--- config.mk ---
export PLATFORM = sky130hd
export DESIGN_NAME = ohyst_ram
export DESIGN_NICKNAME = d
export VERILOG_FILES = /design/src/rtl/ohyst_ram.sv
export SDC_FILE = /design/constraint.sdc
export NUM_CORES = 1
export LEC_CHECK = 0
export BUFFER_PORTS_ARGS = -buffer_cell sky130_fd_sc_hd__buf_2
export CORE_MARGIN = 2
export CORE_UTILIZATION = 60
export CTS_CLUSTER_DIAMETER = 120
export CTS_CLUSTER_SIZE = 10
export DETAILED_ROUTE_END_ITERATION = 8
export PLACE_DENSITY_LB_ADDON = 0.2
export SLEW_MARGIN = 10
export SYNTH_ARGS = -nofsm -noshare
export SYNTH_HDL_FRONTEND = slang
export SYNTH_SLANG_ARGS = --single-unit
--- constraint.sdc ---
create_clock -name clock -period 5.05 [get_ports clock]
set_clock_uncertainty 0.05 [all_clocks]
set_input_delay 0.505 -clock clock [delete_from_list [all_inputs] [get_ports clock]]
set_output_delay 0.505 -clock clock [all_outputs]
set_load 0.02 [all_outputs]
--- src/rtl/ohyst_ram.sv ---
// Generic single-port-write, single-port-read RAM with registered read data.
// No dependencies.
`default_nettype none

module ohyst_ram #(
   parameter int WIDTH = 8,
   parameter int DEPTH = 16,
   localparam int AW = $clog2(DEPTH)
) (
   input  wire logic             clock,
   input  wire logic             wr_en,
   input  wire logic [AW-1:0]    wr_addr,
   input  wire logic [WIDTH-1:0] wr_data,
   input  wire logic             rd_en,
   input  wire logic [AW-1:0]    rd_addr,
   output logic      [WIDTH-1:0] rd_data
);

   logic [WIDTH-1:0] mem_ff [DEPTH];

   always_ff @(posedge clock) begin
      if (wr_en) begin
         mem_ff[wr_addr] <= wr_data;
      end
      if (rd_en) begin
         rd_data <= mem_ff[rd_addr];
      end
   end

endmodule

`default_nettype wire

==> Yosys cells after proc, flatten, opt, wreduce, memory -nomap -nowiden <==
Memories as Yosys holds them, arrays and structs flattened. A register that Yosys moved wholly into a read port is not among the register bits.
Cells that the tools add are included.
{ "op_classes": {"muxes": 2} }
{ "ops": {"columns": ["op", "n"], "rows": [
  ["$mux 1", 2]
]} }
{ "totals": {"regBits": 0, "mem_bits_rw": 128, "mem_count": 1} }
{ "mem_list": {"columns": ["memory", "depth", "width", "rd", "rd_clocked_by_memory_dff", "wr", "line_no", "rtl"], "rows": [
  ["mem_ff", 16, 8, 1, 1, 1, "19", "logic [WIDTH-1:0] mem_ff [DEPTH];"]
]} }

==> Depth between registers and ports, before layout <==
{ "depth": {"ltp_word": 2, "ltp_mapped": 5, "depth_no_buf": 3} }

==> Worst setup path after synthesis <==
Ideal clock, no wire load.
{ "synth_path": {"path_type": "input to register", "start": "in wr_addr[2]", "end": "mem mem_ff[0][0], enable pin", "setup_ps": 383, "t_arrival_ps": 1615, "slack_ps": 3002, "stages": 2, "n_path_buf": 0, "cell_sequence": "or3b_2 nor3_1"} }
{ "synth_lines": {"columns": ["item", "line_no", "rtl"], "rows": [
  ["start: declaration", "12", "input wire logic [AW-1:0] wr_addr,"],
  ["end: declaration", "19", null]
]} }
Straight into the memory's write port.

==> impl_metrics.csv <==
group,metric,value,unit
setup_path,worstPathArrival,2.31,ns
final_layout,areaGrowthSynthToFinish,16.20,%
cts,cts.reportedPaths.clkPinSlew,0.06,ns
global_routing,grt.overflow.total,0,
yosys,synth-seq-cells,136,
power_and_ir_drop,ir_worst_vdd,0.0002620,V
setup_path,data_required_time_of_the_critical_path,5.25,ns
timing,worst_slew_margin_rel,0.3274,
setup_path,critPathMaxFanout,32,
timing,final-max-slew-violation-count,0,
global_routing,grt_max_degree,33,
final_layout,fillerInstances,515,
final_layout,finalInstanceArea,0.006075,sq mm
place,detailedPlacementHpwl,5488,um
yosys,syn-mean-instance-area,22.83,sq um
timing,rsz0062_at_grt,"no",
setup_path,crit_path_start_kind,"input port",
route,antenna_violating_nets_post_route,0,
yosys,netlist_instances,229,
yosys,synth.top_cell.area_share,0.7812,
cts,cts_max_level,4,
setup_path,crit_chain,"buf_2, mux4_2, a22oi_1, nand2_1",
cts,cts_tree,"yes",
place,numPlacedInstances,357,
global_routing,grtUsageTotal,0.2258,
global_routing,first_global_vias,2521,
cts,ctsRootBufferMaster,"sky130_fd_sc_hd__clkbuf_8",
timing,post-route-min-period,2.115,ns
final_layout,layout.cells.non_filler,389,
die,io-pin-count,27,
route,wire_per_inst,25.77,um
route,router_iterations_before_antenna_repair,6,
power_and_ir_drop,power.density_cell_area,445.7,mW/mm^2
cts,post_cts_resized,0,
route,post_route_drc_violation_count,0,
final_layout,leading_cell_types_in_the_layout_fill_and_taps_excluded,"136 x sky130_fd_sc_hd__edfxtp_1, 26 x sky130_fd_sc_hd__buf_2, 18 x sky130_fd_sc_hd__mux4_2",
final_layout,layout_commonest_cell,"sky130_fd_sc_hd__edfxtp_1",
power_and_ir_drop,static-leakage-power,0.002039,uW
final_layout,nNetsFinal,287,
yosys,yosys_warnings,0,
cts,post_cts_hold_buffer_count,0,
yosys,yosysUniqueCellTypes,18,
yosys,cell_area_after_technology_mapping,0.005228,sq mm
timing,max_clock_freq,472.7,MHz
route,drt_first_iter_violations,243,
final_layout,drive_above_1_share,0.2883,
route,detailroute.via_count,2441,
place,globalplace.congestion,0.7273,
power_and_ir_drop,totalPowerFinal,2707,uW
timing,tns,0,ns
cts,cts_inserted_buffers,17,
die,starting_density_of_the_core,0.6083,
cts,clock_latency,0.51,ns
place,detailed_place.area,0.005436,sq mm
timing,timing.hold.ws,0.3204,ns
setup_path,critical-path-slowest-cell,"sky130_fd_sc_hd__buf_2",
die,core-area,0.008593,sq mm
cts,post_cts_setup_buffers,0,
die,die_height,97.34,um
yosys,post_synth_main_area_contributors,"sky130_fd_sc_hd__edfxtp_1 78%, sky130_fd_sc_hd__mux4_2 7.8%, sky130_fd_sc_hd__mux4_1 7.0%",
route,vias_per_cell,6.275,
die,die_area,0.009475,sq mm
global_routing,antenna_found_initial,0,
cts,clk_path_buf_depth,2,
die,rows,34,
yosys,synth_seq_area_share,0.7812,
yosys,synth_area_leader_cell,"sky130_fd_sc_hd__edfxtp_1",
final_layout,antenna_cells_inserted,0,
place,numPortBuffers,26,
route,total_detailed_routing_wirelength,10020,um
timing,worstMarginPinSlew,1.009,ns
job,maxCapViolations,0,
run_status,status,"finished clean",
die,die_w,97.34,um
setup_path,cpPeakStageDelay,0.75,ns
timing,report.final.hold_viol_count,0,
timing,final-setup-viol-count,0,
timing,layout_worst_path_cycle_share,0.4189,
setup_path,startpoint_to_endpoint_class_of_the_critical_path,"in -> reg",
yosys,synth_nets,248,
setup_path,worst_setup_path_end_kind,"flip-flop",
global_routing,wire_length_of_the_first_global_routing_pass,14980,um
cts,sinks_on_the_clock_net,136,
min_path,worstHoldPathType,"in -> reg",
## routing by layer
layer / GRT usage / share of wire
met5: 0 / 0
met2: 0.3558 / 0.50
met3: 0.06547 / 0.061
met1: 0.3131 / 0.42
met4: 0.07265 / 0.019
## power breakdown
| group | leakage, uW | switching [uW] | total [uW] | internal [uW] |
|---|---|---|---|---|
| clock network | 0.000308 | 459 | 1310 | 853 |
| registers | 0.00124 | 7.68 | 1280 | 1270 |
| logic | 0.000494 | 70.8 | 115 | 44.5 |
| total | 0.00204 | 537 | 2710 | 2170 |
## synthesized netlist by cell type
master	n
sky130_fd_sc_hd__nor2b_1	1
sky130_fd_sc_hd__a22oi_1	16
sky130_fd_sc_hd__buf_4	1
sky130_fd_sc_hd__or3b_2	1
sky130_fd_sc_hd__nand2b_1	2
sky130_fd_sc_hd__mux4_1	14
sky130_fd_sc_hd__and2_1	1
sky130_fd_sc_hd__nor3_1	4
sky130_fd_sc_hd__edfxtp_1	136
sky130_fd_sc_hd__nor2_1	13
sky130_fd_sc_hd__nand2_1	9
sky130_fd_sc_hd__clkdlybuf4s25_2	3
sky130_fd_sc_hd__buf_6	3
sky130_fd_sc_hd__mux4_2	18
sky130_fd_sc_hd__and2b_1	1
sky130_fd_sc_hd__nand3_1	1
sky130_fd_sc_hd__nand3b_1	2
sky130_fd_sc_hd__buf_2	3
## logic make-up (layout without fill, tap and decap cells)
logic type	after synthesis	count (layout)	share of synthesized area
compound gates	16	16	0.02298
buf+inv	10	62	0.01651
flops	136	136	0.7812
mux	32	32	0.1479
simple gates	35	35	0.03136
## stage by stage
stage,util,worst slack [ns]
floorplan,-,3.002
global placement,0.6326,2.377
detailed placement,0.6326,2.385
CTS,0.7069,2.920
global route,0.7069,2.811
finish,0.7069,2.935
## final timing paths
kind,to,startpoint,cells after the start,slack (ns)
min reg2reg,rd_data[2],mem_ff[15][2],3,0.71
min,rd_data[3],rd_en,1,0.32
max,rd_data[7],rd_addr[0],4,2.93
max reg2reg,rd_data[7],mem_ff[11][7],3,3.46
## state kept, by name, indices dropped and copies added (netlist names)
name / count
rd_data: 8
mem_ff: 128
## final cells by class
| class | instances | area, sq um | area share |
|---|---|---|---|
| Clock buffer | 17 | 414.1 | 0.06818 |
| Clock inverter | 15 | 224.0 | 0.03687 |
| Multi-Input combinational cell | 83 | 1057 | 0.1740 |
| Sequential cell | 136 | 4084 | 0.6723 |
| Tap cell | 108 | 135.1 | 0.02225 |
| Timing Repair Buffer | 30 | 160.2 | 0.02636 |
## critical path: cells and delay by family
family | cells | cell delay, ns
buffers and inverters | 1 | 0.75
muxes | 1 | 0.62
AOI/OAI and AO/OA | 1 | 0.32
and+or+nand+nor | 1 | 0.10
Note: power is estimated with default switching activity, not from simulation.
