File: src/rtl/ohyst_pkg.sv
// Shared types and constants for the orientation hysteresis table.
// No dependencies; imported by every module of the block except ohyst_ram.
`default_nettype none

package ohyst_pkg;

   localparam int CELLS      = 4096;
   localparam int CELL_W     = $clog2(CELLS);
   localparam int ANGLE_W    = 16;
   localparam int GLYPH_W    = 21;
   localparam int COUNT_W    = 13;
   localparam int MARGIN_W   = 16;
   localparam int EPOCH_W    = 8;
   localparam int CSR_DATA_W = 32;
   localparam int CSR_ADDR_W = 3;

   localparam logic [EPOCH_W-1:0] EPOCH_FIRST = EPOCH_W'(1);
   localparam logic [EPOCH_W-1:0] EPOCH_MAX   = {EPOCH_W{1'b1}};
   localparam logic [EPOCH_W-1:0] TAG_EMPTY   = '0;

   localparam logic [ANGLE_W-1:0] HALF_TURN = ANGLE_W'(1) << (ANGLE_W - 1);
   localparam logic [COUNT_W-1:0] CELLS_MAX = COUNT_W'(CELLS);
   localparam logic [COUNT_W-1:0] COUNT_RESET = COUNT_W'(4096);

   // request codes
   localparam logic [1:0] REQ_CHOOSE    = 2'd0;
   localparam logic [1:0] REQ_CLEAR_ONE = 2'd1;
   localparam logic [1:0] REQ_CLEAR_ALL = 2'd2;

   // register indexes, taken from paddr[2]
   localparam logic REG_ANGLE_MARGIN = 1'b0;
   localparam logic REG_CELL_COUNT   = 1'b1;

   typedef struct packed {
      logic [1:0]         req_type;
      logic [11:0]        cell_index;
      logic [GLYPH_W-1:0] new_glyph;
      logic [ANGLE_W-1:0] new_angle;
   } req_item_type;

   typedef struct packed {
      logic [GLYPH_W-1:0] out_glyph;
      logic [ANGLE_W-1:0] out_angle;
      logic               prior_kept;
      logic               index_error;
   } rsp_item_type;

   typedef struct packed {
      logic [EPOCH_W-1:0] tag;
      logic [GLYPH_W-1:0] glyph;
      logic [ANGLE_W-1:0] angle;
   } entry_type;

   localparam int ENTRY_W = $bits(entry_type);

   typedef struct packed {
      logic [MARGIN_W-1:0] angle_margin;
      logic [COUNT_W-1:0]  cell_count;
      logic                count_change;
   } cfg_type;

   typedef struct packed {
      logic              busy;
      logic              wr_en;
      logic [CELL_W-1:0] wr_addr;
   } sweep_type;

   typedef enum logic {
      SWEEP_IDLE,
      SWEEP_RUN
   } sweep_state_type;

endpackage

`default_nettype wire

File: src/rtl/ohyst_sweep.sv
// Clearing pass sequencer: writes an empty tag to every table entry, one a cycle.
// Depends on ohyst_pkg. Runs after reset and whenever the epoch counter wraps.
`default_nettype none

module ohyst_sweep
   import ohyst_pkg::*;
(
   input  wire logic clock,
   input  wire logic reset,
   input  wire logic start,
   output sweep_type sweep
);

   sweep_state_type   state_ff, state_in;
   logic [CELL_W-1:0] addr_ff, addr_in;
   logic              last;

   assign last = (addr_ff == CELL_W'(CELLS - 1));

   always_comb begin
      state_in = state_ff;
      case (state_ff)
         SWEEP_IDLE: if (start) state_in = SWEEP_RUN;
         SWEEP_RUN:  if (last && !start) state_in = SWEEP_IDLE;
         default:    state_in = SWEEP_IDLE;
      endcase
   end

   always_comb begin
      sweep.busy    = 1'b0;
      sweep.wr_en   = 1'b0;
      sweep.wr_addr = addr_ff;
      case (state_ff)
         SWEEP_IDLE: ;
         SWEEP_RUN: begin
            sweep.busy  = 1'b1;
            sweep.wr_en = 1'b1;
         end
         default: ;
      endcase
   end

   always_comb begin
      if (start) begin
         addr_in = '0;
      end else if (state_ff == SWEEP_RUN) begin
         addr_in = addr_ff + CELL_W'(1);
      end else begin
         addr_in = addr_ff;
      end
   end

   always_ff @(posedge clock) begin
      if (reset) begin
         state_ff <= SWEEP_RUN;
         addr_ff  <= '0;
      end else begin
         state_ff <= state_in;
         addr_ff  <= addr_in;
      end
   end

endmodule

`default_nettype wire

File: config.mk
export PLATFORM = sky130hd
export DESIGN_NAME = ohyst_sweep
export DESIGN_NICKNAME = d
export VERILOG_FILES = /design/src/rtl/ohyst_pkg.sv /design/src/rtl/ohyst_sweep.sv
export SDC_FILE = /design/constraint.sdc
export NUM_CORES = 1
export LEC_CHECK = 0
export ABC_CLOCK_PERIOD_IN_PS = 1700
export BUFFER_PORTS_ARGS = -buffer_cell sky130_fd_sc_hd__buf_2
export CAP_MARGIN = 10
export CORE_UTILIZATION = 29
export CTS_BUF_LIST = sky130_fd_sc_hd__clkbuf_8
export CTS_CLUSTER_DIAMETER = 150
export DETAILED_ROUTE_END_ITERATION = 6
export GPL_TIMING_DRIVEN = 0
export HOLD_SLACK_MARGIN = 0.03
export PLACE_DENSITY = 0.55
export SYNTH_ARGS = -nofsm -noshare
export SYNTH_HDL_FRONTEND = slang
export SYNTH_SLANG_ARGS = --single-unit
File: constraint.sdc
create_clock -name clock -period 1.7 [get_ports clock]
set_input_delay 0.34 -clock clock [delete_from_list [all_inputs] [get_ports clock]]
set_output_delay 0.34 -clock clock [all_outputs]
set_load 0.1 [all_outputs]
After elaboration in Yosys (flattened, before gate mapping)
Index checks and enable logic that the tools add are counted.
{"block": "word_totals", "register_bits": 13, "in_bits": 3, "wordCells": 12}
{"block": "classes", "addsub": 1, "eq_ne": 1, "mux": 4, "bitwise_logic": 1, "reduce_logical": 3}
{"op": "$add A12 B1 Y12 const B", "n": 1}
{"op": "$eq A12 B12 Y1 const B", "n": 1}
{"op": "$mux W1", "n": 2}
{"op": "$mux W2", "n": 1}
{"op": "$pmux W1 S2", "n": 1}
{"op": "$reduce_or A2 Y1", "n": 1}
{"op": "$logic_and A1 B1 Y1", "n": 1}
{"op": "$logic_not A1 Y1", "n": 1}
{"op": "$not A1 Y1", "n": 1}

Longest topological paths before layout
{"block": "logic_depth", "ltp_word": 4, "mapped_depth": 4, "depth_no_buf": 4}

Worst setup path after synthesis
No wires, ideal clock.
{"block": "synth_path", "path_type": "register to register", "startpoint": "register addr_ff[0]", "endpoint": "register addr_ff[10]", "arrival_ns": 2.136, "setup_slack_ns": -0.505, "path_stages_with_launch": 5, "period_less_slack_ns": 2.205, "cell_sequence": "dfxtp_1 ha_1 nand3_1 or4_1 a21oi_1"}
{"block": "synth_between", "elab_chain_cells": 1}
{"item": "start: declaration", "line": "ohyst_sweep.sv:15", "rtl": "logic [CELL_W-1:0] addr_ff, addr_in;"}
{"item": "start signal: assignment", "line": "ohyst_sweep.sv:59", "rtl": "addr_ff <= addr_in;"}
{"item": "$add A12 B1 Y12", "line": "ohyst_sweep.sv:47", "rtl": "addr_in = addr_ff + CELL_W'(1);"}
No other way between the ends.
A chain may end at the register's enable or synchronous reset.

Worst setup path after layout
Ends and elaborated chain as after synthesis.

==> results.txt <==
Final Max Tran Viols: 0
Number of hold buffers added after cts: 0
CP startpoint kind: flip-flop
Fraction of final layout cells sized beyond drive strength 1: 0.442
Hold Path Class: input pin to flip-flop
WP data required: 1.87 ns
Max cap viols: 0
Tmin final: 1.49 ns
R2R cell count: 4
Post-synthesis sequential element count: 13
Leakage power: 0.302 nW
Antenna-violating nets left: 0
WHS Endpoint: state_ff$_SDFF_PP1_
Worst hold start: start
Vias per cell: 4.93
Logic pwr share: 0.054
Synth cell types: 20
Worst EP arrival: 1.67 ns
First-pass GRT wire length: 1910 um
Clock Tree Buf Depth: 2
Synthesis Warnings: 0
Area growth syn-to-layout: 28.6%
Max Freq: 670 MHz
Status: complete, no violations
Root buffer cell: clkbuf_8
Final Cycle Share: 0.878
Post-route cell area: 777 sq um
Dpl cells: 109
CP max FO: 5
Number of diodes: 0
Clk_skew: 0.00201 ns
Final Setup Violations: 0
Drt first-iter violations: 6
FF-to-FF End: addr_ff[10]$_SDFFE_PP0P_
Total placed instance area: 732 sq um
Clk Latency, worst-skew pair: 0.24 ns
Number of setup buffers added after CTS: 0
Post-synthesis sequential area ratio: 0.431
Pwr dens: 795 mW/mm^2
Std-Cell Rows: 16
Initial antenna violation count: 0
Psw: 143 uW
Max VDD drop: 0.368 mV
Internal power: 475 uW
Clock sink total: 13
DIE AREA: 0.00227 sq mm
GRT overflow: 0
Avg WL per Cell: 11.1 um
Final hold vios: 0
Total wire length: 1260 um
R2R Setup Slk: 0.21 ns
CTS tree: built
Worst Hold Depth: 3
Clock power frac: 0.442
Cells after Synth: 66
Worst-path clk slew: 0.06 ns
# port buffers: 16
Routability cong.: 0.715
Switching Share: 0.231
Die Height: 47.7 um
Avg Inst Size Synth: 9.16 sq um
H-tree depth: 1
Worst Setup End Kind: flip-flop
DPL Wire Length: 902 um
DRC: 0
Total track usage: 0.126
Slew at the pin closest to its max-slew limit: 0.487 ns
Max-Slew Margin vs Limit: 0.677
RSZ-0062 raised after global routing: false
Num CTS Buffers: 3
Mapped Nets: 70
Number of global-route vias before repair: 404
Maximum number of pins on one net before global-route repair: 11
Crit Reg-Reg Startpoint: addr_ff[0]$_SDFFE_PP0P_
WS Path Type: flip-flop to flip-flop
Fin cells: 113
Die span in x: 47.7 um
Mapped cell area: 604 sq um
PostCTS Resize Cnt: 0
Starting Density: 0.308
DR vias: 557
I/O Pins: 17
Detailed-router iteration count before antenna repair: 4
Flop pwr share: 0.504
CORE AREA: 0.00196 sq mm
Final nets: 91
## power groups by stage
stage                     logic [mW]  clock network (mW)  registers (mW)
after global placement        0.0336                   0           0.318
after CTS                     0.0340               0.281           0.311
final                         0.0335               0.273           0.311
after detailed placement      0.0340                   0           0.318
after floorplan              0.00948                   0           0.334
after global routing          0.0362               0.291           0.311
## state kept, by name, indices dropped and copies added (netlist names)
signal and count:
addr_ff 12, state_ff 1
## through the flow
stage          power [mW]  hold slack [ns]  setup TNS [ns]  setup slack [ns]   util
2_1_floorplan       0.344            0.426          -0.111            -0.111      -
3_3_place_gp        0.351            0.472               0             0.223  0.373
3_5_place_dp        0.352            0.484               0             0.235  0.373
4_1_cts             0.626            0.275               0             0.210  0.396
5_1_grt             0.639            0.304               0             0.104  0.396
6_report            0.617            0.279               0             0.207  0.396
## logic make-up after synthesis
logic type	count (synthesis)	share of synthesized area
buffers and inverters	4	0.0393
DFF	13	0.431
adders and majority gates	1	0.0207
and+or+nand+nor	28	0.300
muxes	1	0.0166
xor gates and xnor gates	3	0.0435
AOI/OAI and AO/OA	16	0.149
## routing by layer
metal / up-vias / part of all wire / track usage
li1: 284 / - / -
met3: 2 / 0.068 / 0.0679
met2: 17 / 0.45 / 0.175
met4: 0 / 0.0088 / 0.0333
met1: 254 / 0.47 / 0.171
met5: - / 0 / 0
## how the worst max path moves through the flow
stage                                        from                        to  slack (ns)
after global placement    addr_ff[0]$_SDFFE_PP0P_  addr_ff[10]$_SDFFE_PP0P_        0.22
final                     addr_ff[0]$_SDFFE_PP0P_  addr_ff[10]$_SDFFE_PP0P_        0.21
after global routing      addr_ff[0]$_SDFFE_PP0P_  addr_ff[10]$_SDFFE_PP0P_        0.10
after detailed placement      state_ff$_SDFF_PP1_  addr_ff[11]$_SDFFE_PP0P_        0.23
after CTS                     state_ff$_SDFF_PP1_  addr_ff[11]$_SDFFE_PP0P_        0.21
after floorplan           addr_ff[0]$_SDFFE_PP0P_  addr_ff[10]$_SDFFE_PP0P_       -0.11
## cell usage after synthesis
library cell  count  area (sq um)
nand4_1           4          25.0
nand3_1           3          15.0
mux2i_1           1          10.0
nand4_4           2          42.5
or2_2             2          12.5
clkbuf_1          1          3.75
nand2_1           5          18.8
buf_2             1          5.00
buf_4             2          15.0
or4_1             3          22.5
xor2_1            2          17.5
or3_1             3          18.8
dfxtp_1          13           260
nor2_1            5          18.8
o31ai_1           4          30.0
o21ai_0           4          20.0
a21oi_1           8          40.0
or3_2             1          7.51
ha_1              1          12.5
xnor2_1           1          8.76
## layout by cell type, fill, tap and decap left out
cell type  count
o21ai_0        4
o31ai_1        4
dfxtp_2       11
nor2_1         5
or3_1          3
xor2_1         2
nand3_1        3
ha_1           1
buf_2         17
clkbuf_8       3
xnor2_1        1
nand4_1        4
or4_1          3
mux2i_1        1
dfxtp_1        2
or3_2          1
inv_1          1
nand4_4        2
a21oi_1        8
buf_4          2
clkbuf_1       1
or2_2          2
nand2_1        5
## critical path, stage by stage (launching register included)
cell     delay, ns
dfxtp_2       0.37
ha_1          0.27
nand3_1       0.16
or4_1         0.48
a21oi_1       0.14
## area by class of cell
cell class                      instances  area (sq um)
Buffer                                  4          23.8
Clock buffer                            3          41.3
Clock inverter                          1          3.75
Fill cell                             227          1180
Multi-Input combinational cell         49           320
Sequential cell                        13           274
Tap cell                               27          33.8
Timing Repair Buffer                   16          80.1
No activity file was read; power rests on OpenSTA's default activity.
