[src/rtl/ohyst_pkg.sv]
// Shared types and constants for the orientation hysteresis table.
// No dependencies; imported by every module of the block except ohyst_ram.
`default_nettype none

package ohyst_pkg;

   localparam int CELLS      = 4096;
   localparam int CELL_W     = $clog2(CELLS);
   localparam int ANGLE_W    = 16;
   localparam int GLYPH_W    = 21;
   localparam int COUNT_W    = 13;
   localparam int MARGIN_W   = 16;
   localparam int EPOCH_W    = 8;
   localparam int CSR_DATA_W = 32;
   localparam int CSR_ADDR_W = 3;

   localparam logic [EPOCH_W-1:0] EPOCH_FIRST = EPOCH_W'(1);
   localparam logic [EPOCH_W-1:0] EPOCH_MAX   = {EPOCH_W{1'b1}};
   localparam logic [EPOCH_W-1:0] TAG_EMPTY   = '0;

   localparam logic [ANGLE_W-1:0] HALF_TURN = ANGLE_W'(1) << (ANGLE_W - 1);
   localparam logic [COUNT_W-1:0] CELLS_MAX = COUNT_W'(CELLS);
   localparam logic [COUNT_W-1:0] COUNT_RESET = COUNT_W'(4096);

   // request codes
   localparam logic [1:0] REQ_CHOOSE    = 2'd0;
   localparam logic [1:0] REQ_CLEAR_ONE = 2'd1;
   localparam logic [1:0] REQ_CLEAR_ALL = 2'd2;

   // register indexes, taken from paddr[2]
   localparam logic REG_ANGLE_MARGIN = 1'b0;
   localparam logic REG_CELL_COUNT   = 1'b1;

   typedef struct packed {
      logic [1:0]         req_type;
      logic [11:0]        cell_index;
      logic [GLYPH_W-1:0] new_glyph;
      logic [ANGLE_W-1:0] new_angle;
   } req_item_type;

   typedef struct packed {
      logic [GLYPH_W-1:0] out_glyph;
      logic [ANGLE_W-1:0] out_angle;
      logic               prior_kept;
      logic               index_error;
   } rsp_item_type;

   typedef struct packed {
      logic [EPOCH_W-1:0] tag;
      logic [GLYPH_W-1:0] glyph;
      logic [ANGLE_W-1:0] angle;
   } entry_type;

   localparam int ENTRY_W = $bits(entry_type);

   typedef struct packed {
      logic [MARGIN_W-1:0] angle_margin;
      logic [COUNT_W-1:0]  cell_count;
      logic                count_change;
   } cfg_type;

   typedef struct packed {
      logic              busy;
      logic              wr_en;
      logic [CELL_W-1:0] wr_addr;
   } sweep_type;

   typedef enum logic {
      SWEEP_IDLE,
      SWEEP_RUN
   } sweep_state_type;

endpackage

`default_nettype wire

[src/rtl/ohyst_csr.sv]
// Configuration registers (angle margin, cell count) behind an APB-style port.
// Depends on ohyst_pkg.
`default_nettype none

module ohyst_csr
   import ohyst_pkg::*;
(
   input  wire logic                  clock,
   input  wire logic                  reset,
   input  wire logic                  csr_psel,
   input  wire logic                  csr_penable,
   input  wire logic                  csr_pwrite,
   input  wire logic [CSR_ADDR_W-1:0] csr_paddr,
   input  wire logic [CSR_DATA_W-1:0] csr_pwdata,
   output logic      [CSR_DATA_W-1:0] csr_prdata,
   output logic                       csr_pready,
   output cfg_type                    cfg
);

   logic [MARGIN_W-1:0] margin_ff, margin_in;
   logic [COUNT_W-1:0]  count_ff, count_in;
   logic                wr_beat;
   logic                count_change;

   assign csr_pready = 1'b1;
   assign wr_beat    = csr_psel & csr_penable & csr_pwrite;

   always_comb begin
      margin_in    = margin_ff;
      count_in     = count_ff;
      count_change = 1'b0;
      if (wr_beat) begin
         case (csr_paddr[2])
            REG_ANGLE_MARGIN: margin_in = csr_pwdata[MARGIN_W-1:0];
            REG_CELL_COUNT: begin
               count_in     = csr_pwdata[COUNT_W-1:0];
               count_change = (csr_pwdata[COUNT_W-1:0] != count_ff);
            end
            default: ;
         endcase
      end
   end

   always_ff @(posedge clock) begin
      if (reset) begin
         margin_ff <= '0;
         count_ff  <= COUNT_RESET;
      end else begin
         margin_ff <= margin_in;
         count_ff  <= count_in;
      end
   end

   always_comb begin
      case (csr_paddr[2])
         REG_ANGLE_MARGIN: csr_prdata = CSR_DATA_W'(margin_ff);
         REG_CELL_COUNT:   csr_prdata = CSR_DATA_W'(count_ff);
         default:          csr_prdata = '0;
      endcase
   end

   assign cfg.angle_margin = margin_ff;
   assign cfg.cell_count   = count_ff;
   assign cfg.count_change = count_change;

endmodule

`default_nettype wire

[config.mk]
export PLATFORM = sky130hd
export DESIGN_NAME = ohyst_csr
export DESIGN_NICKNAME = d
export VERILOG_FILES = /design/src/rtl/ohyst_pkg.sv /design/src/rtl/ohyst_csr.sv
export SDC_FILE = /design/constraint.sdc
export NUM_CORES = 1
export LEC_CHECK = 0
export BUFFER_PORTS_ARGS = -buffer_cell sky130_fd_sc_hd__buf_2
export CAP_MARGIN = 40
export CORE_MARGIN = 5
export CORE_UTILIZATION = 38
export DETAILED_ROUTE_END_ITERATION = 16
export MAX_ROUTING_LAYER = met4
export PLACE_DENSITY = 0.81
export SYNTH_ARGS = -nofsm -noshare
export SYNTH_HDL_FRONTEND = slang
export SYNTH_SLANG_ARGS = --single-unit
[constraint.sdc]
create_clock -name clock -period 1.41 [get_ports clock]
set_input_delay 0.141 -clock clock [delete_from_list [all_inputs] [get_ports clock]]
set_output_delay 0.141 -clock clock [all_outputs]
set_load 0.1 [all_outputs]
# Yosys cells after proc, flatten, opt, wreduce, memory -nomap -nowiden
# Index checks and enable logic that the tools add are counted.
# Widths: inputs -> output; s select.
# word_totals
register_bits	29
latch_bits	0
ram_bits	0
romBits	0
input_bits	40
out_inout_bits	63
wordCells	11
memories	0
# classes
add_sub_neg	0
n_mul	0
n_div	0
n_lt_le_gt_ge	0
eq_ne	1
n_shift	0
muxes	3
bitwise_logic	3
n_reduce_logical	2
# op_table
operator	count
$pmux 32 s2	1
$ne 13x13->1	1
$reduce_and 2->1	2
$and 1x1->1	2
$mux 1	2
$not 1->1	1

# Longest topological paths before layout
# Gate-level depths: netlist of run 1.
# depth
depth_word	3
depth_mapped	7
depth_no_buf	4

# Least setup slack after synthesis of run 1
# OpenSTA, ideal clock, no wires.
# synth_timing
path_kind	flip-flop to output port
startpoint	register margin_ff[13]
endpoint	output csr_prdata[13]
arrival_time_ps	2391
required_ps	1269
path_slack_ps	-1122
path_stages_with_launch	2
n_path_buf	0
cell_sequence	dfxtp_1 > nor2b_1
# synth_via
elab_chain_cells	1
# synth_rtl
item	line	text
start: declaration	ohyst_csr.sv:20	logic [MARGIN_W-1:0] margin_ff, margin_in;
start signal: assignment	ohyst_csr.sv:49	margin_ff <= margin_in;
$pmux 32 s2	ohyst_csr.sv:55	case (csr_paddr[2])
end: declaration	ohyst_csr.sv:15	output logic [CSR_DATA_W-1:0] csr_prdata,
# Every way passes these cells. The select of a mux whose other input is x is not followed.

==> results of run 1 <==
power breakdown:
| part | leakage, uW | internal [uW] | total (uW) | switching (uW) |
|---|---|---|---|---|
| Combinational | 0.000759 | 149 | 691 | 542 |
| Sequential | 0.000252 | 819 | 833 | 13.9 |
| Clock | 0.0000395 | 350 | 642 | 293 |
| Total | 0.00105 | 1320 | 2170 | 849 |
what timing repair did:
item,4_1_cts,5_1_grt
buffers inserted,0,2
endpoints found under the setup margin,1,1
pin swaps,0,3
resized for setup,4,4
cloned,0,0
hold endpoints to repair,0,0
sequential cells by signal, indices dropped and copies added, names as in the netlist:
| register | flops |
|---|---|
| count_ff | 13 |
| margin_ff | 16 |
layer usage:
layer,GRT usage [%],up-vias,share of wire (%),routed length [um]
met3,4.865,4,8.6,365
met4,4.829,0,1.0,44
met2,26.57,61,50,2103
met1,19.93,638,41,1720
met5,-,-,0,0
li1,-,720,-,-
path summary, 6_finish.rpt:
path / from / to / slack [ps] / cells past startpoint
max: count_ff[7] / cfg[0] / -210 / 5
min: csr_pwdata[14] / margin_ff[14] / 90 / 3
max reg2reg: count_ff[4] / count_ff[4] / 670 / 3
min reg2reg: margin_ff[13] / margin_ff[13] / 460 / 2
worst max-delay path, cell delays in order, from the launching register on:
cell	delay, ps
dfxtp_4	350
xnor2_2	130
nand4_1	150
nor4_2	190
a41oi_2	180
buf_12	210
Yosys cell counts, drive strengths merged:
cell type and count:
a21oi 28, a41oi 1, buf 26, clkbuf 2
conb 2, dfxtp 29, inv 1, mux2 13
nand2 58, nand2b 1, nand3 1, nand3b 1
nand4 2, nor2 2, nor2b 3, nor4 2
xnor2 6, xor2 7
cell families (layout without fill, tap and decap cells):
kind of cell | Yosys count | in the layout | synth area share (%)
other cells | 2 | 17 | 0.4817
mux | 13 | 13 | 9.390
simple gates | 70 | 70 | 20.22
flops | 29 | 29 | 37.24
xor+xnor | 13 | 13 | 7.303
buf+inv | 29 | 90 | 14.13
compound gates | 29 | 29 | 11.24
through the flow:
step	TNS, ps	area, sq um	worst slack, ps	power, uW	utilization (%)
2_1_floorplan	-31.20	1717	-18.31	1414	-
3_3_place_gp	-6.807	2252	-6.807	1517	56.30
3_5_place_dp	-5.383	2252	-5.383	1523	56.30
4_1_cts	-249.4	2360	-249.4	2177	58.99
5_1_grt	-291.5	2406	-291.5	2263	60.15
6_report	-211.7	2406	-211.7	2166	60.15
cell type report:
cell class                 count  area share, %
sequential                    29          27.09
inverter                       1         0.1560
timing repair buffer          81          29.43
clock buffer                   8          3.328
tap                           50          2.600
multi-input combinational    142          37.39
==> impl_metrics.ini, run 1 <==
[clock_tree]
cts_max_level = 2
clk_latency_ps = 270
cts.sinks = 29
cts_tree = built
cts_root_buf = clkbuf_8
cts_made_buffers = 5
path_clk_slew_ps = 60
cts_hold_buffers = 0
clk_path_buf_depth = 2

[sta]
setup_viol = 1
max_slew_margin_pct = 59.73
worst_slack_ps = -211.7
fin_hold_ws_ps = 91.27
finalMaxSlewViolations = 0
worstMarginPinSlew_ps = 604.1
finalCritPeriodShare_pct = 115.0
min_period_ps = 1622
rsz0062_at_grt = yes
final_hold_viol_count = 0
fmax_mhz = 616.6
skew_ps = 0

[synthesis]
synth_warnings = 0
synth.avg_cell_area_sq_um = 8.427
syn_inst = 185
yosysTopAreaCell = dfxtp_1
ys_seq_elements = 29
synth_top_area_share_pct = 37.24
netlist_top_cells_area = dfxtp_1, nand2_1, mux2_2
ys_seq_area_share_pct = 37.24
ys_types = 21
synth_area_sq_mm = 0.001559

[layout]
layout_common_cells = nand2_1, buf_2, a21oi_1
fillCellCount = 353
antenna_cells = 0
drive_gt1_share_pct = 57.47
area_delta_synth_final_pct = 54.33
fin_nets = 300
multi_input_area_sq_um = 899.6
fin_cells = 311
regArea_sq_um = 651.9
final_common_cell = nand2_1

[global_route]
grt_pass1_vias = 1354
grt_start_max_net_pins = 30
track_usage_pct = 16.50
grt_antenna_before_repair = 0
grt_pass1_wl_um = 6658
gr-total-overflow = 0

[place]
io_buffers = 67
dpl.hpwl_um = 3180
dpl.cell_count = 301
gp_congestion = 0.7697

[min_path]
min_path_type = primary input to register

[job]
drv_cap = 0

[outcome]
violations = negative setup slack
run_status = finished with violations

[floorplan]
coreArea_sq_mm = 0.004000
die_w_um = 74.05
die_area_sq_mm = 0.005483
rows = 23
io_pins = 103
dieHeight_um = 74.05
start_util_pct = 38.97

[detailed_routing]
ant_nets = 0
avgRoutedWirePerCell_um = 13.61
wl_um = 4233
drt_iter0_drc = 41
drt_drc_violations_left = 0
num_vias = 1423
viasPerCell = 4.576
drtPass1Iterations = 4

[worst_setup_path]
cp_max_fo = 2
cp.arrival_ps = 1480
critPathRequiredTime_ps = 1270
worstSetupPathType = register to output port
startpoint_type = register
cp-end-kind = output port

[power]
ir_worst_vdd_mv = 0.5153
power_leakage_uw = 0.001051
power.density_mw_per_mm2 = 900.2
No activity file was read; power rests on OpenSTA's default activity.
==> inputs of run 2 (changes only) <==
--- a/config.mk
+++ b/config.mk
@@ -11,7 +11,8 @@
 export CORE_UTILIZATION = 38
 export DETAILED_ROUTE_END_ITERATION = 16
 export MAX_ROUTING_LAYER = met4
-export PLACE_DENSITY = 0.81
+export PLACE_DENSITY = 0.84
 export SYNTH_ARGS = -nofsm -noshare
 export SYNTH_HDL_FRONTEND = slang
 export SYNTH_SLANG_ARGS = --single-unit
+export TNS_END_PERCENT = 30
==> constraint.sdc (replaced) <==
create_clock -name clock -period 1.4 [get_ports clock]
set_input_delay 0.14 -clock clock [delete_from_list [all_inputs] [get_ports clock]]
set_output_delay 0.14 -clock clock [all_outputs]
set_load 0.1 [all_outputs]
==> impl_metrics.ini, run 2 (synthesis results as in run 1) <==
[detailed_routing]
num_vias = 1429
drt_iter0_drc = 53
viasPerCell = 4.580
wl_um = 4217
drtPass1Iterations = 5
avgRoutedWirePerCell_um = 13.52
ant_nets = 0
drt_drc_violations_left = 0

[place]
dpl.cell_count = 304
io_buffers = 67
dpl.hpwl_um = 3128
gp_congestion = 0.7077

[power]
comb_power_share_pct = 30.9
clock_power_share_pct = 31.2
ir_worst_vdd_mv = 0.5316
swShare_pct = 38.24
power.density_mw_per_mm2 = 944.2
p_int_uw = 1367
switchingPower_uw = 846.2
p_seq_share_pct = 37.9
power_leakage_uw = 0.001043

[floorplan]
rows = 23
dieHeight_um = 74.05
die_area_sq_mm = 0.005483
io_pins = 103
die_w_um = 74.05
start_util_pct = 38.97
coreArea_sq_mm = 0.004000

[layout]
fillCellCount = 373
antenna_cells = 0
final_common_cell = nand2_1
final_core_util_pct = 58.59
fin_cells = 312
layout_common_cells = nand2_1, buf_2, a21oi_1
largest_reg_flops = 16
area_delta_synth_final_pct = 50.32
regMostFlops = margin_ff
top_regs = margin_ff: 16 flops, count_ff: 13 flops
multi_input_area_sq_um = 872.1
drive_gt1_share_pct = 57.25
fin_nets = 301
regArea_sq_um = 651.9

[worst_setup_path]
worstPathCellList = xor2_1, nor4_2, a41oi_2, buf_12
startpoint_type = register
cp_slowest_cell = dfxtp_4
cp.depth = 4
critPathRequiredTime_ps = 1260
cp_max_fo = 2
worstSetupPathType = register to output port
slowest_delay_ps = 340
reg2reg_setup_slack_ps = 680
cp.arrival_ps = 1480
critPathBufInv = 1
crit_family = flip-flops
cp-end-kind = output port
rr_worst_depth = 3

[outcome]
run_status = finished with violations
violations = negative setup slack

[sta]
skew_ps = 0
final_hold_viol_count = 0
finalCritPeriodShare_pct = 115.4
fin_tns_setup_ps = -215.4
worst_slack_ps = -215.4
setup_viol = 1
min_period_ps = 1615
rsz0062_at_grt = yes
fmax_mhz = 619.0
finalMaxSlewViolations = 0

[clock_tree]
cts.sinks = 29
clk_latency_ps = 270
cts_max_level = 2
cts_setup_buffers = 0
clk_path_buf_depth = 2
path_clk_slew_ps = 60
cts_hold_buffers = 0
cts_made_buffers = 5
cts_root_buf = clkbuf_8
cts_tree = built

[min_path]
hold_depth = 3
min_path_type = primary input to register

[global_route]
grt_start_max_net_pins = 17
gr-total-overflow = 0
grt_antenna_before_repair = 0
grt_pass1_vias = 1399
track_usage_pct = 16.41
grt_pass1_wl_um = 6534

[job]
drv_cap = 0
[run 2: what timing repair did]
action	CTS	global route
pin swaps	1	0
gates resized for setup	8	5
setup endpoints to repair	5	4
[run 2: layout make-up]
| type | count | area share (%) |
|---|---|---|
| Multi-Input combinational cell | 142 | 37.21 |
| Timing Repair Buffer | 82 | 28.30 |
| Sequential cell | 29 | 27.82 |
| Clock buffer | 8 | 3.844 |
| Tap cell | 50 | 2.670 |
| Inverter | 1 | 0.1602 |
[run 2: power by group through the flow]
stage / clock [uW] / sequential, uW / combinational [uW]
3_5_place_dp: 0 / 856 / 668
6_report: 690 / 838 / 684
2_1_floorplan: 0 / 986 / 437
3_3_place_gp: 0 / 855 / 664
4_1_cts: 720 / 838 / 677
5_1_grt: 760 / 841 / 709
[run 2: worst paths after layout]
check | from | to
min reg2reg | margin_ff[8] | margin_ff[8]
max | count_ff[0] | cfg[0]
min | csr_pwdata[13] | margin_ff[13]
max reg2reg | count_ff[12] | count_ff[12]
[run 2: stage by stage]
stage / hold slack [ps] / area [sq um] / setup WS (ps) / total power (uW)
floorplan: 263.8 / 1713 / -27.31 / 1423
global placement: 374.8 / 2193 / -55.26 / 1518
detailed placement: 384.9 / 2193 / -29.97 / 1523
CTS: 77.10 / 2318 / -269.2 / 2235
global route: 95.19 / 2344 / -295.7 / 2309
finish: 88.09 / 2344 / -215.4 / 2213
[run 2: layer usage]
layer / up-vias / global-route usage (%) / routed length [um]
met4: 0 / 7.243 / 64
met5: - / - / 0
met3: 5 / 3.108 / 286
li1: 720 / - / -
met1: 653 / 19.34 / 1732
met2: 51 / 27.07 / 2135
[run 2: worst reg2reg max path, stage by stage, from the launching register on]
cell	delay (ps)
dfxtp_4	350
buf_4	130
nand2_1	50
nand3b_1	70
==> inputs of run 3 (changes only) <==
--- a/config.mk
+++ b/config.mk
@@ -5,7 +5,7 @@
 export SDC_FILE = /design/constraint.sdc
 export NUM_CORES = 1
 export LEC_CHECK = 0
-export BUFFER_PORTS_ARGS = -buffer_cell sky130_fd_sc_hd__buf_2
+export BUFFER_PORTS_ARGS = -buffer_cell sky130_fd_sc_hd__buf_4
 export CAP_MARGIN = 40
 export CORE_MARGIN = 5
 export CORE_UTILIZATION = 38
==> constraint.sdc (replaced) <==
create_clock -name clock -period 1.4 [get_ports clock]
set_input_delay 0.07 -clock clock [delete_from_list [all_inputs] [get_ports clock]]
set_output_delay 0.07 -clock clock [all_outputs]
set_load 0.1 [all_outputs]
==> impl_metrics.ini, run 3 (synthesis results as in run 1) <==
[outcome]
run_status = finished with violations
violations = negative setup slack

[clock_tree]
clk_latency_ps = 270
cts_root_buf = clkbuf_8
cts_tree = built
cts_made_buffers = 5
clk_path_buf_depth = 2
cts_max_level = 2
path_clk_slew_ps = 60
cts.sinks = 29

[power]
comb_power_share_pct = 30.8
power.density_mw_per_mm2 = 974.1
swShare_pct = 39.55
power_leakage_uw = 0.0009636
p_int_uw = 1302
clock_power_share_pct = 30.0
p_seq_share_pct = 39.2
switchingPower_uw = 851.7
ir_worst_vdd_mv = 0.4615

[sta]
final_hold_viol_count = 0
fin_hold_ws_ps = 30.86
skew_ps = 0
fin_tns_setup_ps = -152.6
rsz0062_at_grt = yes
fmax_mhz = 644.1
worst_slack_ps = -152.6
finalMaxSlewViolations = 0
min_period_ps = 1553
setup_viol = 1
finalCritPeriodShare_pct = 110.9

[layout]
largest_reg_flops = 16
regMostFlops = margin_ff
fillCellCount = 378
final_common_cell = buf_4
antenna_cells = 0
area_delta_synth_final_pct = 41.81
fin_nets = 291
regArea_sq_um = 629.4
drive_gt1_share_pct = 51.59
multi_input_area_sq_um = 888.4
layout_common_cells = buf_4, nand2_1, a21oi_1
final_core_util_pct = 55.27
fin_area_sq_mm = 0.002211
top_regs = margin_ff: 16 flops, count_ff: 13 flops

[floorplan]
dieHeight_um = 74.05
io_pins = 103
rows = 23
die_area_sq_mm = 0.005483
start_util_pct = 38.97
coreArea_sq_mm = 0.004000
die_w_um = 74.05

[worst_setup_path]
cp.arrival_ps = 1480
reg2reg_setup_slack_ps = 690
critPathRequiredTime_ps = 1330
cp_max_fo = 4
worstSetupPathType = register to output port
rr_worst_depth = 3
startpoint_type = register
cp-end-kind = output port

[global_route]
grt_start_max_net_pins = 30
grt_pass1_vias = 1316
gr-total-overflow = 0
grt_antenna_before_repair = 0
track_usage_pct = 15.40
grt_pass1_wl_um = 6216

[detailed_routing]
num_vias = 1390
drtPass1Iterations = 4
ant_nets = 0
drt_drc_violations_left = 0
avgRoutedWirePerCell_um = 13.29
wl_um = 4015
drt_iter0_drc = 65
viasPerCell = 4.603

[min_path]
min_path_type = primary input to register
hold_depth = 3

[place]
gp_congestion = 0.7335
dpl.hpwl_um = 2909
place_area_sq_mm = 0.002073
io_buffers = 67
pre_cts_slack_ps = 35.91

[job]
drv_cap = 0
-- run 3: cell types whose count changed in the layout (fill, tap and decap cells not counted), sizes merged --
cell / delta
clkbuf: -2
buf: -10
clkinv: +2
-- run 3: worst paths after layout --
kind,endpoint,startpoint
worst max-delay path,cfg[0],count_ff[4]
worst min-delay path,margin_ff[14],csr_pwdata[14]
worst max register to register,count_ff[7],count_ff[7]
worst min register to register,margin_ff[14],margin_ff[14]
-- run 3: final cells by class --
class | count | area share [%]
multi-input cells | 142 | 40.18
flip-flops and latches | 29 | 28.47
repair buffers | 72 | 24.62
clock buffers | 6 | 3.282
well taps | 50 | 2.830
clock inverters | 2 | 0.4527
inverters | 1 | 0.1698
-- run 3: repair_timing --
item                       4_1_cts  5_1_grt
hold buffers                     0        0
setup endpoints to repair        1        1
pin swaps                        1        3
gates cloned                     0        0
resized for setup                5        3
buffers inserted                 0        0
-- run 3: per-stage QoR --
stage                     cells  power (uW)
after CTS                   302        2178
after global placement      294        1506
after floorplan             200        1426
final                       302        2154
after detailed placement    294        1510
after global routing        302        2248
-- run 3: critical path, stage by stage, from the launching register on --
cell,delay (ps)
dfxtp_4,360
xor2_2,150
nor4_4,300
a41oi_2,170
buf_6,220
-- run 3: layer usage --
metal  GRT usage, %  wire length, um  part of all wire, %
met4          7.646               55                  1.4
met5              -                0                    0
met2          25.00             2036                   51
met1          17.63             1583                   39
met3          3.784              339                  8.4
-- run 3: power by group through the flow --
stage / Combinational, uW / Clock, uW / Sequential [uW]
floorplan: 437 / 0 / 989
global placement: 646 / 0 / 860
detailed placement: 649 / 0 / 861
CTS: 657 / 677 / 843
global route: 686 / 715 / 846
finish: 664 / 646 / 843
